$ cat src/rtl/gfbr_pkg.sv
// Shared types, constants and helpers for the gated FIFO burst release block.
package gfbr_pkg;

	localparam int QUEUE_DEPTH = 32;
	localparam int ID_WIDTH    = 32;
	localparam int MAX_OUT     = 32;

	localparam int PTR_W = (QUEUE_DEPTH > 1) ? $clog2(QUEUE_DEPTH) : 1;
	localparam int OCC_W = $clog2(QUEUE_DEPTH + 1);
	localparam int RC_W  = 6;
	localparam int CNT_W = $clog2(MAX_OUT + 1);
	localparam int MIN_W = (OCC_W > RC_W) ? OCC_W : RC_W;

	localparam logic [RC_W-1:0] RC_RESET = RC_W'(3);

	typedef enum logic [0:0] {
		OP_ARRIVE = 1'b0,
		OP_SWITCH = 1'b1
	} op_t;

	typedef enum logic [2:0] {
		ST_PASSED   = 3'd0,
		ST_RELEASED = 3'd1,
		ST_OPENED   = 3'd2,
		ST_SHUT     = 3'd3,
		ST_DROPPED  = 3'd4,
		ST_NONE     = 3'd5
	} status_t;

	typedef struct packed {
		op_t                 op;
		logic [ID_WIDTH-1:0] id;
	} cmd_t;

	function automatic logic [PTR_W-1:0] next_ptr(input logic [PTR_W-1:0] p);
		return (p == PTR_W'(QUEUE_DEPTH - 1)) ? '0 : p + PTR_W'(1);
	endfunction

endpackage

$ cat src/rtl/gfbr_front.sv
// Front end: accepts input beats, decodes them into commands, two-entry command queue.
module gfbr_front (
	input  logic                clk,
	input  logic                arst_n,
	input  logic                s_axis_tvalid,
	output logic                s_axis_tready,
	input  logic [31:0]         s_axis_tdata,   // [31:0] vehicle_id
	input  logic                s_axis_tuser,   // [0] kind
	output logic                cmd_valid,
	output gfbr_pkg::cmd_t      cmd,
	input  logic                cmd_pop
);

	gfbr_pkg::cmd_t slot_q [2];
	logic           wr_ptr_q;
	logic           rd_ptr_q;
	logic [1:0]     count_q;
	logic           push;
	gfbr_pkg::cmd_t new_cmd;

	assign s_axis_tready = (count_q != 2'd2);
	assign push          = s_axis_tvalid && s_axis_tready;
	assign cmd_valid     = (count_q != 2'd0);
	assign cmd           = slot_q[rd_ptr_q];

	always_comb begin
		new_cmd.op = s_axis_tuser ? gfbr_pkg::OP_SWITCH : gfbr_pkg::OP_ARRIVE;
		new_cmd.id = gfbr_pkg::ID_WIDTH'(s_axis_tdata);
	end

	always_ff @(posedge clk) begin
		if (push) begin
			slot_q[wr_ptr_q] <= new_cmd;
		end
	end

	always_ff @(posedge clk or negedge arst_n) begin
		if (!arst_n) begin
			wr_ptr_q <= 1'b0;
			rd_ptr_q <= 1'b0;
			count_q  <= 2'd0;
		end else begin
			if (push) begin
				wr_ptr_q <= ~wr_ptr_q;
			end
			if (cmd_pop) begin
				rd_ptr_q <= ~rd_ptr_q;
			end
			unique case ({push, cmd_pop})
				2'b10:   count_q <= count_q + 2'd1;
				2'b01:   count_q <= count_q - 2'd1;
				default: count_q <= count_q;
			endcase
		end
	end

endmodule

$ cat src/rtl/gfbr_back.sv
// Back end: gate state, ID queue memory, release sequencer and output register.
module gfbr_back (
	input  logic                         clk,
	input  logic                         arst_n,
	input  logic                         cmd_valid,
	input  gfbr_pkg::cmd_t               cmd,
	output logic                         cmd_pop,
	input  logic [gfbr_pkg::RC_W-1:0]    release_count,
	output logic                         m_axis_tvalid,
	input  logic                         m_axis_tready,
	output logic [39:0]                  m_axis_tdata,  // [31:0] item_id, [32] light_open
	output logic [2:0]                   m_axis_tuser,  // [2:0] status
	output logic                         m_axis_tlast
);

	typedef enum logic [1:0] {
		S_IDLE,
		S_READ,
		S_EMIT
	} state_t;

	state_t                          state_q;
	logic                            gate_q;
	logic [gfbr_pkg::PTR_W-1:0]      head_q;
	logic [gfbr_pkg::PTR_W-1:0]      tail_q;
	logic [gfbr_pkg::OCC_W-1:0]      occ_q;
	logic [gfbr_pkg::CNT_W-1:0]      cnt_q;

	logic [gfbr_pkg::ID_WIDTH-1:0]   mem [gfbr_pkg::QUEUE_DEPTH];
	logic [gfbr_pkg::ID_WIDTH-1:0]   rdata_q;

	logic                            out_valid_q;
	gfbr_pkg::status_t               out_status_q;
	logic [31:0]                     out_id_q;
	logic                            out_light_q;
	logic                            out_last_q;

	logic                            out_free;
	logic                            full;
	logic                            we;
	logic [gfbr_pkg::MIN_W-1:0]      occ_ext;
	logic [gfbr_pkg::MIN_W-1:0]      rc_ext;
	logic [gfbr_pkg::MIN_W-1:0]      n_a;
	logic [gfbr_pkg::MIN_W-1:0]      n_b;

	logic                            emit;
	gfbr_pkg::status_t               emit_status;
	logic [31:0]                     emit_id;
	logic                            emit_light;
	logic                            emit_last;

	assign out_free = !out_valid_q || m_axis_tready;
	assign full     = (occ_q == gfbr_pkg::OCC_W'(gfbr_pkg::QUEUE_DEPTH));
	assign cmd_pop  = (state_q == S_IDLE) && cmd_valid && out_free;
	assign we       = cmd_pop && (cmd.op == gfbr_pkg::OP_ARRIVE) && !gate_q && !full;

	// burst length: min(release_count, occupancy, MAX_OUT)
	always_comb begin
		occ_ext = gfbr_pkg::MIN_W'(occ_q);
		rc_ext  = gfbr_pkg::MIN_W'(release_count);
		n_a     = (rc_ext < occ_ext) ? rc_ext : occ_ext;
		n_b     = (n_a > gfbr_pkg::MIN_W'(gfbr_pkg::MAX_OUT)) ?
		          gfbr_pkg::MIN_W'(gfbr_pkg::MAX_OUT) : n_a;
	end

	// beat loaded into the output register this cycle, if any
	always_comb begin
		emit        = 1'b0;
		emit_status = gfbr_pkg::ST_PASSED;
		emit_id     = '0;
		emit_light  = gate_q;
		emit_last   = 1'b1;
		if (state_q == S_EMIT) begin
			emit        = out_free;
			emit_status = gfbr_pkg::ST_RELEASED;
			emit_id     = 32'(rdata_q);
			emit_light  = 1'b0;
			emit_last   = (cnt_q == gfbr_pkg::CNT_W'(1));
		end else if (cmd_pop) begin
			if (cmd.op == gfbr_pkg::OP_ARRIVE) begin
				if (gate_q) begin
					emit    = 1'b1;
					emit_id = 32'(cmd.id);
				end else if (full) begin
					emit        = 1'b1;
					emit_status = gfbr_pkg::ST_DROPPED;
					emit_id     = 32'(cmd.id);
				end
			end else if (gate_q) begin
				emit        = 1'b1;
				emit_status = gfbr_pkg::ST_SHUT;
				emit_light  = 1'b0;
			end else if (occ_q == '0) begin
				emit        = 1'b1;
				emit_status = gfbr_pkg::ST_OPENED;
				emit_light  = 1'b1;
			end else if (release_count == '0) begin
				emit        = 1'b1;
				emit_status = gfbr_pkg::ST_NONE;
			end
		end
	end

	always_ff @(posedge clk) begin
		if (we) begin
			mem[tail_q] <= cmd.id;
		end
		rdata_q <= mem[head_q];
	end

	assign m_axis_tvalid = out_valid_q;
	assign m_axis_tdata  = {7'd0, out_light_q, out_id_q};
	assign m_axis_tuser  = out_status_q;
	assign m_axis_tlast  = out_last_q;

	always_ff @(posedge clk or negedge arst_n) begin
		if (!arst_n) begin
			state_q      <= S_IDLE;
			gate_q       <= 1'b0;
			head_q       <= '0;
			tail_q       <= '0;
			occ_q        <= '0;
			cnt_q        <= '0;
			out_valid_q  <= 1'b0;
			out_status_q <= gfbr_pkg::ST_PASSED;
			out_id_q     <= '0;
			out_light_q  <= 1'b0;
			out_last_q   <= 1'b0;
		end else begin
			if (emit) begin
				out_valid_q  <= 1'b1;
				out_status_q <= emit_status;
				out_id_q     <= emit_id;
				out_light_q  <= emit_light;
				out_last_q   <= emit_last;
			end else if (m_axis_tready) begin
				out_valid_q <= 1'b0;
			end
			unique case (state_q)
				S_IDLE: begin
					if (we) begin
						tail_q <= gfbr_pkg::next_ptr(tail_q);
						occ_q  <= occ_q + gfbr_pkg::OCC_W'(1);
					end
					if (cmd_pop && (cmd.op == gfbr_pkg::OP_SWITCH)) begin
						if (gate_q) begin
							gate_q <= 1'b0;
						end else if (occ_q == '0) begin
							gate_q <= 1'b1;
						end else if (release_count != '0) begin
							cnt_q   <= gfbr_pkg::CNT_W'(n_b);
							state_q <= S_READ;
						end
					end
				end
				S_READ: begin
					// rdata_q picks up mem[head_q] at this edge
					state_q <= S_EMIT;
				end
				S_EMIT: begin
					if (out_free) begin
						head_q  <= gfbr_pkg::next_ptr(head_q);
						occ_q   <= occ_q - gfbr_pkg::OCC_W'(1);
						cnt_q   <= cnt_q - gfbr_pkg::CNT_W'(1);
						state_q <= (cnt_q == gfbr_pkg::CNT_W'(1)) ? S_IDLE : S_READ;
					end
				end
				default: state_q <= S_IDLE;
			endcase
		end
	end

endmodule

$ cat src/rtl/gated_fifo_burst_release_core.sv
// Top level: APB register, front end and back end of the gated FIFO burst release block.
// Path: a single-result beat goes from the command queue into the output register; a
// release burst reads each ID in S_READ and emits it in S_EMIT before reading the next.
// Throughput: one input beat per cycle while results drain and no burst runs; a stalled
// output holds the back end; the input stalls once the two-entry command queue fills.
// Reset: clears gate (shut), pointers, occupancy, handshakes; release_count resets to 3.
module gated_fifo_burst_release_core (
	input  logic        clk,
	input  logic        arst_n,
	input  logic        psel,
	input  logic        penable,
	input  logic        pwrite,
	input  logic [2:0]  paddr,
	input  logic [31:0] pwdata,
	output logic [31:0] prdata,
	output logic        pready,
	input  logic        s_axis_tvalid,
	output logic        s_axis_tready,
	input  logic [31:0] s_axis_tdata,   // [31:0] vehicle_id
	input  logic        s_axis_tuser,   // [0] kind
	output logic        m_axis_tvalid,
	input  logic        m_axis_tready,
	output logic [39:0] m_axis_tdata,   // [31:0] item_id, [32] light_open
	output logic [2:0]  m_axis_tuser,   // [2:0] status
	output logic        m_axis_tlast
);

	logic [gfbr_pkg::RC_W-1:0] release_count_q;
	logic                      cmd_valid;
	gfbr_pkg::cmd_t            cmd;
	logic                      cmd_pop;

	assign pready = 1'b1;
	assign prdata = (paddr[2] == 1'b0) ? 32'(release_count_q) : 32'd0;

	always_ff @(posedge clk or negedge arst_n) begin
		if (!arst_n) begin
			release_count_q <= gfbr_pkg::RC_RESET;
		end else if (psel && penable && pwrite && pready && (paddr[2] == 1'b0)) begin
			release_count_q <= pwdata[gfbr_pkg::RC_W-1:0];
		end
	end

	gfbr_front u_front (
		.clk           (clk),
		.arst_n        (arst_n),
		.s_axis_tvalid (s_axis_tvalid),
		.s_axis_tready (s_axis_tready),
		.s_axis_tdata  (s_axis_tdata),
		.s_axis_tuser  (s_axis_tuser),
		.cmd_valid     (cmd_valid),
		.cmd           (cmd),
		.cmd_pop       (cmd_pop)
	);

	gfbr_back u_back (
		.clk           (clk),
		.arst_n        (arst_n),
		.cmd_valid     (cmd_valid),
		.cmd           (cmd),
		.cmd_pop       (cmd_pop),
		.release_count (release_count_q),
		.m_axis_tvalid (m_axis_tvalid),
		.m_axis_tready (m_axis_tready),
		.m_axis_tdata  (m_axis_tdata),
		.m_axis_tuser  (m_axis_tuser),
		.m_axis_tlast  (m_axis_tlast)
	);

endmodule
$ cat config.mk
export PLATFORM = sky130hd
export DESIGN_NAME = gated_fifo_burst_release_core
export DESIGN_NICKNAME = d
export VERILOG_FILES = /design/src/rtl/gfbr_pkg.sv /design/src/rtl/gfbr_front.sv /design/src/rtl/gfbr_back.sv /design/src/rtl/gated_fifo_burst_release_core.sv
export SDC_FILE = /design/constraint.sdc
export NUM_CORES = 1
export LEC_CHECK = 0
export ABC_AREA = 1
export BUFFER_PORTS_ARGS = -buffer_cell sky130_fd_sc_hd__buf_4
export CAP_MARGIN = 20
export CORE_UTILIZATION = 60
export DETAILED_ROUTE_END_ITERATION = 6
export PLACE_DENSITY = 0.77
export SETUP_SLACK_MARGIN = 0.5
export SLEW_MARGIN = 20
export SYNTH_ARGS = -nofsm -noshare
export SYNTH_HDL_FRONTEND = slang
export SYNTH_HIERARCHICAL = 1
export SYNTH_SLANG_ARGS = --single-unit
export TNS_END_PERCENT = 30
$ cat constraint.sdc
create_clock -name clk -period 3.8 [get_ports clk]
set_input_delay 0.76 -clock clk [delete_from_list [all_inputs] [get_ports clk]]
set_output_delay 0.76 -clock clk [all_outputs]
set_load 0.03 [all_outputs]
# After elaboration in Yosys (flattened, before gate mapping)
# Memories as Yosys holds them, arrays and structs flattened. A register that Yosys moved wholly into a read port is not among the register bits.
# Index checks and enable logic that the tools add are counted.
# word_totals
regBits	73
mem_bits_rw	1090
inputBits	75
word_cells	129
mem_count	2
# op_classes
add_sub_neg	7
magnitude_cmp	2
eq_ne	15
muxes	56
bitwise	4
reduce_logical	28
# memory_table
name	depth	width	rd	rd_ports_with_merged_regs	wr	line_no	text
u_back.mem	32	32	1	1	1	gfbr_back.sv:29	logic [gfbr_pkg::ID_WIDTH-1:0] mem [gfbr_pkg::QUEUE_DEPTH];
u_front.slot_q	2	33	1	0	1	gfbr_front.sv:14	gfbr_pkg::cmd_t slot_q [2];
# op_table
cell	count
32-bit 2-to-1 mux	5
6-bit 2-to-1 mux	10
3-bit 2-to-1 mux	8
6-bit one-hot mux with 2 select lines	2
1-bit 2-to-1 mux	22
6-bit logical NOT	2
6-bit by 1-bit subtractor with 6-bit output (second input constant)	2
5-bit by 1-bit adder with 5-bit output (second input constant)	2
5-bit == test (second input constant)	2
1-bit logical AND	10
2-bit 2-to-1 mux	5
5-bit 2-to-1 mux	2
2-bit inequality test (second input constant)	5
2-bit nonzero test	4
6-bit by 1-bit adder with 6-bit output (second input constant)	1
6-bit by 1-bit == test with 1-bit output (second input constant)	1
6-bit == test (second input constant)	1
6-bit > comparator (second input constant)	1
6-bit less-than comparator	1
2-bit one-hot mux with 3 select lines	1
2-bit AND reduction	3
6-bit AND reduction	1
6-bit nonzero test	1
5-bit AND reduction	1
other kinds (11)	19

# Longest topological paths before layout
# logic_depth
depth_word	9
ltp_mapped	12
mapped_depth_nobuf	12

# By module
# Netlist, hierarchy kept.
# by_module_without_submodules
mod	n_inst	cells_per_inst	area_per_inst_um2	seq_area_each_um2
gfbr_back	1	3454	44259.9	32966.6
gfbr_front	1	197	2667.6	2082.0
gated_fifo_burst_release_core	1	70	516.7	152.6

# Least setup slack after synthesis
# Ideal clock, no wire load.
# synth_timing
kind	input -> register
startpoint	input port m_axis_tready
endpoint	memory u_back/mem[0][0] (netlist bit), enable pin
setup_ns	0.421
arrival_ns	2.997
required_ns	3.379
slack_ns	0.382
path_stages	9
cell_sequence	nor2_1 inv_1 nand3_2 nor2_1 nand2_1 inv_2 buf_2 nand2_1 nor2_1
# synth_via
elab_chain_len	7
# synth_rtl
item	line_no	text
start: declaration	gated_fifo_burst_release_core.sv:22	input logic m_axis_tready,
1-bit logical OR	gfbr_back.sv:52	assign out_free = !out_valid_q || m_axis_tready;
1-bit logical AND	gfbr_back.sv:54	assign cmd_pop = (state_q == S_IDLE) && cmd_valid && out_free;
1-bit logical AND (3 in series)	gfbr_back.sv:55	assign we = cmd_pop && (cmd.op == gfbr_pkg::OP_ARRIVE) && !gate_q && !full;
1-bit 2-to-1 mux	gfbr_back.sv:105	if (we) begin
1-bit 2-to-1 mux (implied by the code)	gfbr_back.sv:106	mem[tail_q] <= cmd.id;
end: declaration	gfbr_back.sv:29	
# No other way between the ends.

==> impl_results.md <==
- Rel. slew slack: 0.243
- Most frequent cells in the layout: edfxtp_1, nor2_1, o21ai_0, nand2_1, buf_4
- Inst Count DP: 4720
- Vias per Instance: 6.33
- H-tree lvl count: 3
- CP Data Required Time: 4.11 ns
- Initial Util: 0.609
- Crit path top cell by count: nand2_1
- Hpwl dp: 68600 µm
- Cell variety after synth: 43
- First-pass GRT wire length: 180000 µm
- Share of cells above drive strength 1: 0.127
- GR Util All Layers: 0.300
- Fin nets: 3906
- XOR/XNOR Fraction of Synth Area: 0.00129
- Critical Path Fanout Max: 12
- Lkg Pwr: 18.4 nW
- Worst-skew pair later-pin latency: 0.71 ns
- R2R cell count: 7
- Root Driver: clkbuf_16
- Max_cap viols: 0
- Core area: 77800 µm²
- Synth area leaders: edfxtp_1, o21ai_0, nor2_1, dfrtp_1, nand2_1
- Pwr dens: 826 nW/µm²
- Post-synthesis sequential area ratio: 0.742
- Pin slew with the least headroom to its limit: 1.13 ns
- Cells along the critical path: nand2_1, o21ai_0, nor2_1, nand2_1, inv_2, nand2_1, nor2_2
- Slowest-stage cell, CP: nor2_2
- Peak supply drop: 0.660 mV
- Overflow after GRT: 0
- Slew Viols, Final: 0
- Clk slew on worst S/H paths: 0.06 ns
- Syn Inst Count: 3721
- Drt first pass iters: 6
- Crit start category: register
- Post-Synth Adder-Cell Area: 0.00543
- Synthesis-to-finish area growth: 12.7%
- Largest net degree at the start of global routing: 217
- Total CTS buffers: 113
- Fmax: 299 MHz
- WL per Instance: 24.8 µm
- Vias in the first global route: 30100
- Post-Place Setup Slack: 0.216 ns
- Clock Sinks: 1195
- Syn_area_per_cell: 12.8 µm²
- Period Utilization, post-route: 0.879
- RSZ-0062 raised after global routing: yes
- Final clock skew: 0.0276 ns
- Crit end category: register
- Setup CP Type: reg -> reg
- Final setup margin: 0.460 ns
- Reg-to-reg endpoint: u_back/mem[9][29]
- CTS tree: yes
- #FFs+latches synth: 1195
- Initial antenna violation count: 1
- Hold Path Class: in -> async
- Post-synthesis compound-gate area fraction: 0.114
- Chip width: 283 µm
- Mux contribution to synthesized area: 0
- DRC Markers: 0
- Chip height: 283 µm
- Main combinational cell family by area after synthesis: compound AO/OA/AOI/OAI gates
- Antenna Nets Post-Route: 0
- Outcome: finished clean
- Post-synthesis simple-gate area fraction: 0.0974
- DR vias: 31300
- Crit path DAT: 3.65 ns
- Commonest non-fill, non-tap cell in the layout: edfxtp_1
- Minimum clock period: 3.34 ns
- DRT iter0 DRCs: 4233
- R2R Setup Slk: 0.46 ns
- Synthesis Warnings: 6
- Synth area leader: edfxtp_1
- Largest stage delay, worst path: 1.01 ns
- Share of the synthesized area in the top cell type: 0.690
- Top Ports: 154
- Final RePlAce weighted congestion: 0.855
- Design Area, Final: 53500 µm²
- I/O Buffers: 91
- Cell Area, Synth: 47400 µm²
- FF-to-FF Start: u_front/rd_ptr_q
- Die area: 80200 µm²
- Diodes inserted: 0
- Final WL: 122000 µm
- Final Hold Fails: 0
- Setup-failing EPs final: 0
- CP startpoint: u_front/rd_ptr_q
- Fin cells: 4944
- Setup TNS: 0 ns
- Row count: 102
- Cell Area, Placed: 49700 µm²
- CTS max path bufs: 3
==> worst max-delay path by stage <==
stage	endpoint	cells after the start
CTS	u_back/mem[9][24]	8
detailed placement	u_back/mem[9][6]	10
finish	u_back/mem[9][29]	7
global route	u_back/mem[29][5]	8
floorplan	u_back/mem[0][0]	9
global placement	u_back/mem[0][16]	11
==> report_power, final <==
part	internal, mW	switching (mW)
combinational	3.95	11.4
sequential	17.2	0.671
clock	6.14	4.79
total	27.3	16.9
==> sequential cells by signal, indices dropped and copies added, names as in the netlist, 2 cells and up <==
register,count
release_count_q,6
u_back/head_q,5
u_back/rdata_q,32
u_back/state_q,2
u_back/m_axis_tuser,3
u_back/cnt_q,6
u_back/tail_q,5
u_back/mem,1024
u_front/count_q,2
u_front/slot_q,66
u_back/occ_ext,6
u_back/out_id_q,32
==> what timing repair did <==
item / CTS / global route
endpoints found under the setup margin: 85 / 238
gates resized for setup: 0 / 0
pin swaps: 1 / 6
gates cloned: 1 / 2
hold buffers: 0 / 0
buffers inserted: 2 / 11
==> critical path, delay by kind of cell (launching register included) <==
family / cells / cell delay, ns
buffers and inverters: 1 / 0.22
AOI/OAI and AO/OA: 1 / 0.22
and+or+nand+nor: 5 / 1.96
DFF: 1 / 0.55
==> cells in the mapped netlist, drive strengths merged <==
master,instances
a21oi,27
xnor2,3
dfxtp,32
nand2,368
fa,1
a211oi,1
conb,3
o31ai,2
ha,19
xor2,4
edfxtp,1090
nor2,589
o211ai,28
buf,130
clkbuf,145
nor3,8
dfrtp,71
o21ai,634
nand4,26
nand3,147
or2,2
o21bai,1
o22ai,156
inv,129
nand3b,2
o221ai,101
dfstp,2
==> per-layer routing <==
metal	up-vias	GRT usage	wire, µm
li1	13800	-	-
met1	15200	0.400	44500
met2	2027	0.475	57800
met3	331	0.0581	14300
met4	0	0.153	5870
met5	-	0	0
==> cells by family after synthesis <==
kind of cell,Yosys count
AO/OA/AOI/OAI,950
XOR/XNOR,7
adder cells (fa/ha/maj),20
buffers and inverters,404
flip-flops,1195
other,3
AND/OR/NAND/NOR,1142
==> metrics by stage <==
stage          total power [mW]  hold WS [ns]  utilization
2_1_floorplan              27.4         0.435            -
3_3_place_gp               32.5         0.463        0.639
3_5_place_dp               32.9         0.459        0.639
4_1_cts                    43.8         0.229        0.685
5_1_grt                    45.9         0.246        0.687
6_report                   44.2         0.207        0.687
==> cell type report <==
class                      instances  area, µm²
sequential                      1195      35200
fill                            5089      24400
multi-input combinational       2156      11000
clock buffer                     129       2930
timing repair buffer             216       1880
tap                             1040       1300
clock inverter                    79        674
inverter                         129        505
(Power assumes the default switching activity.)
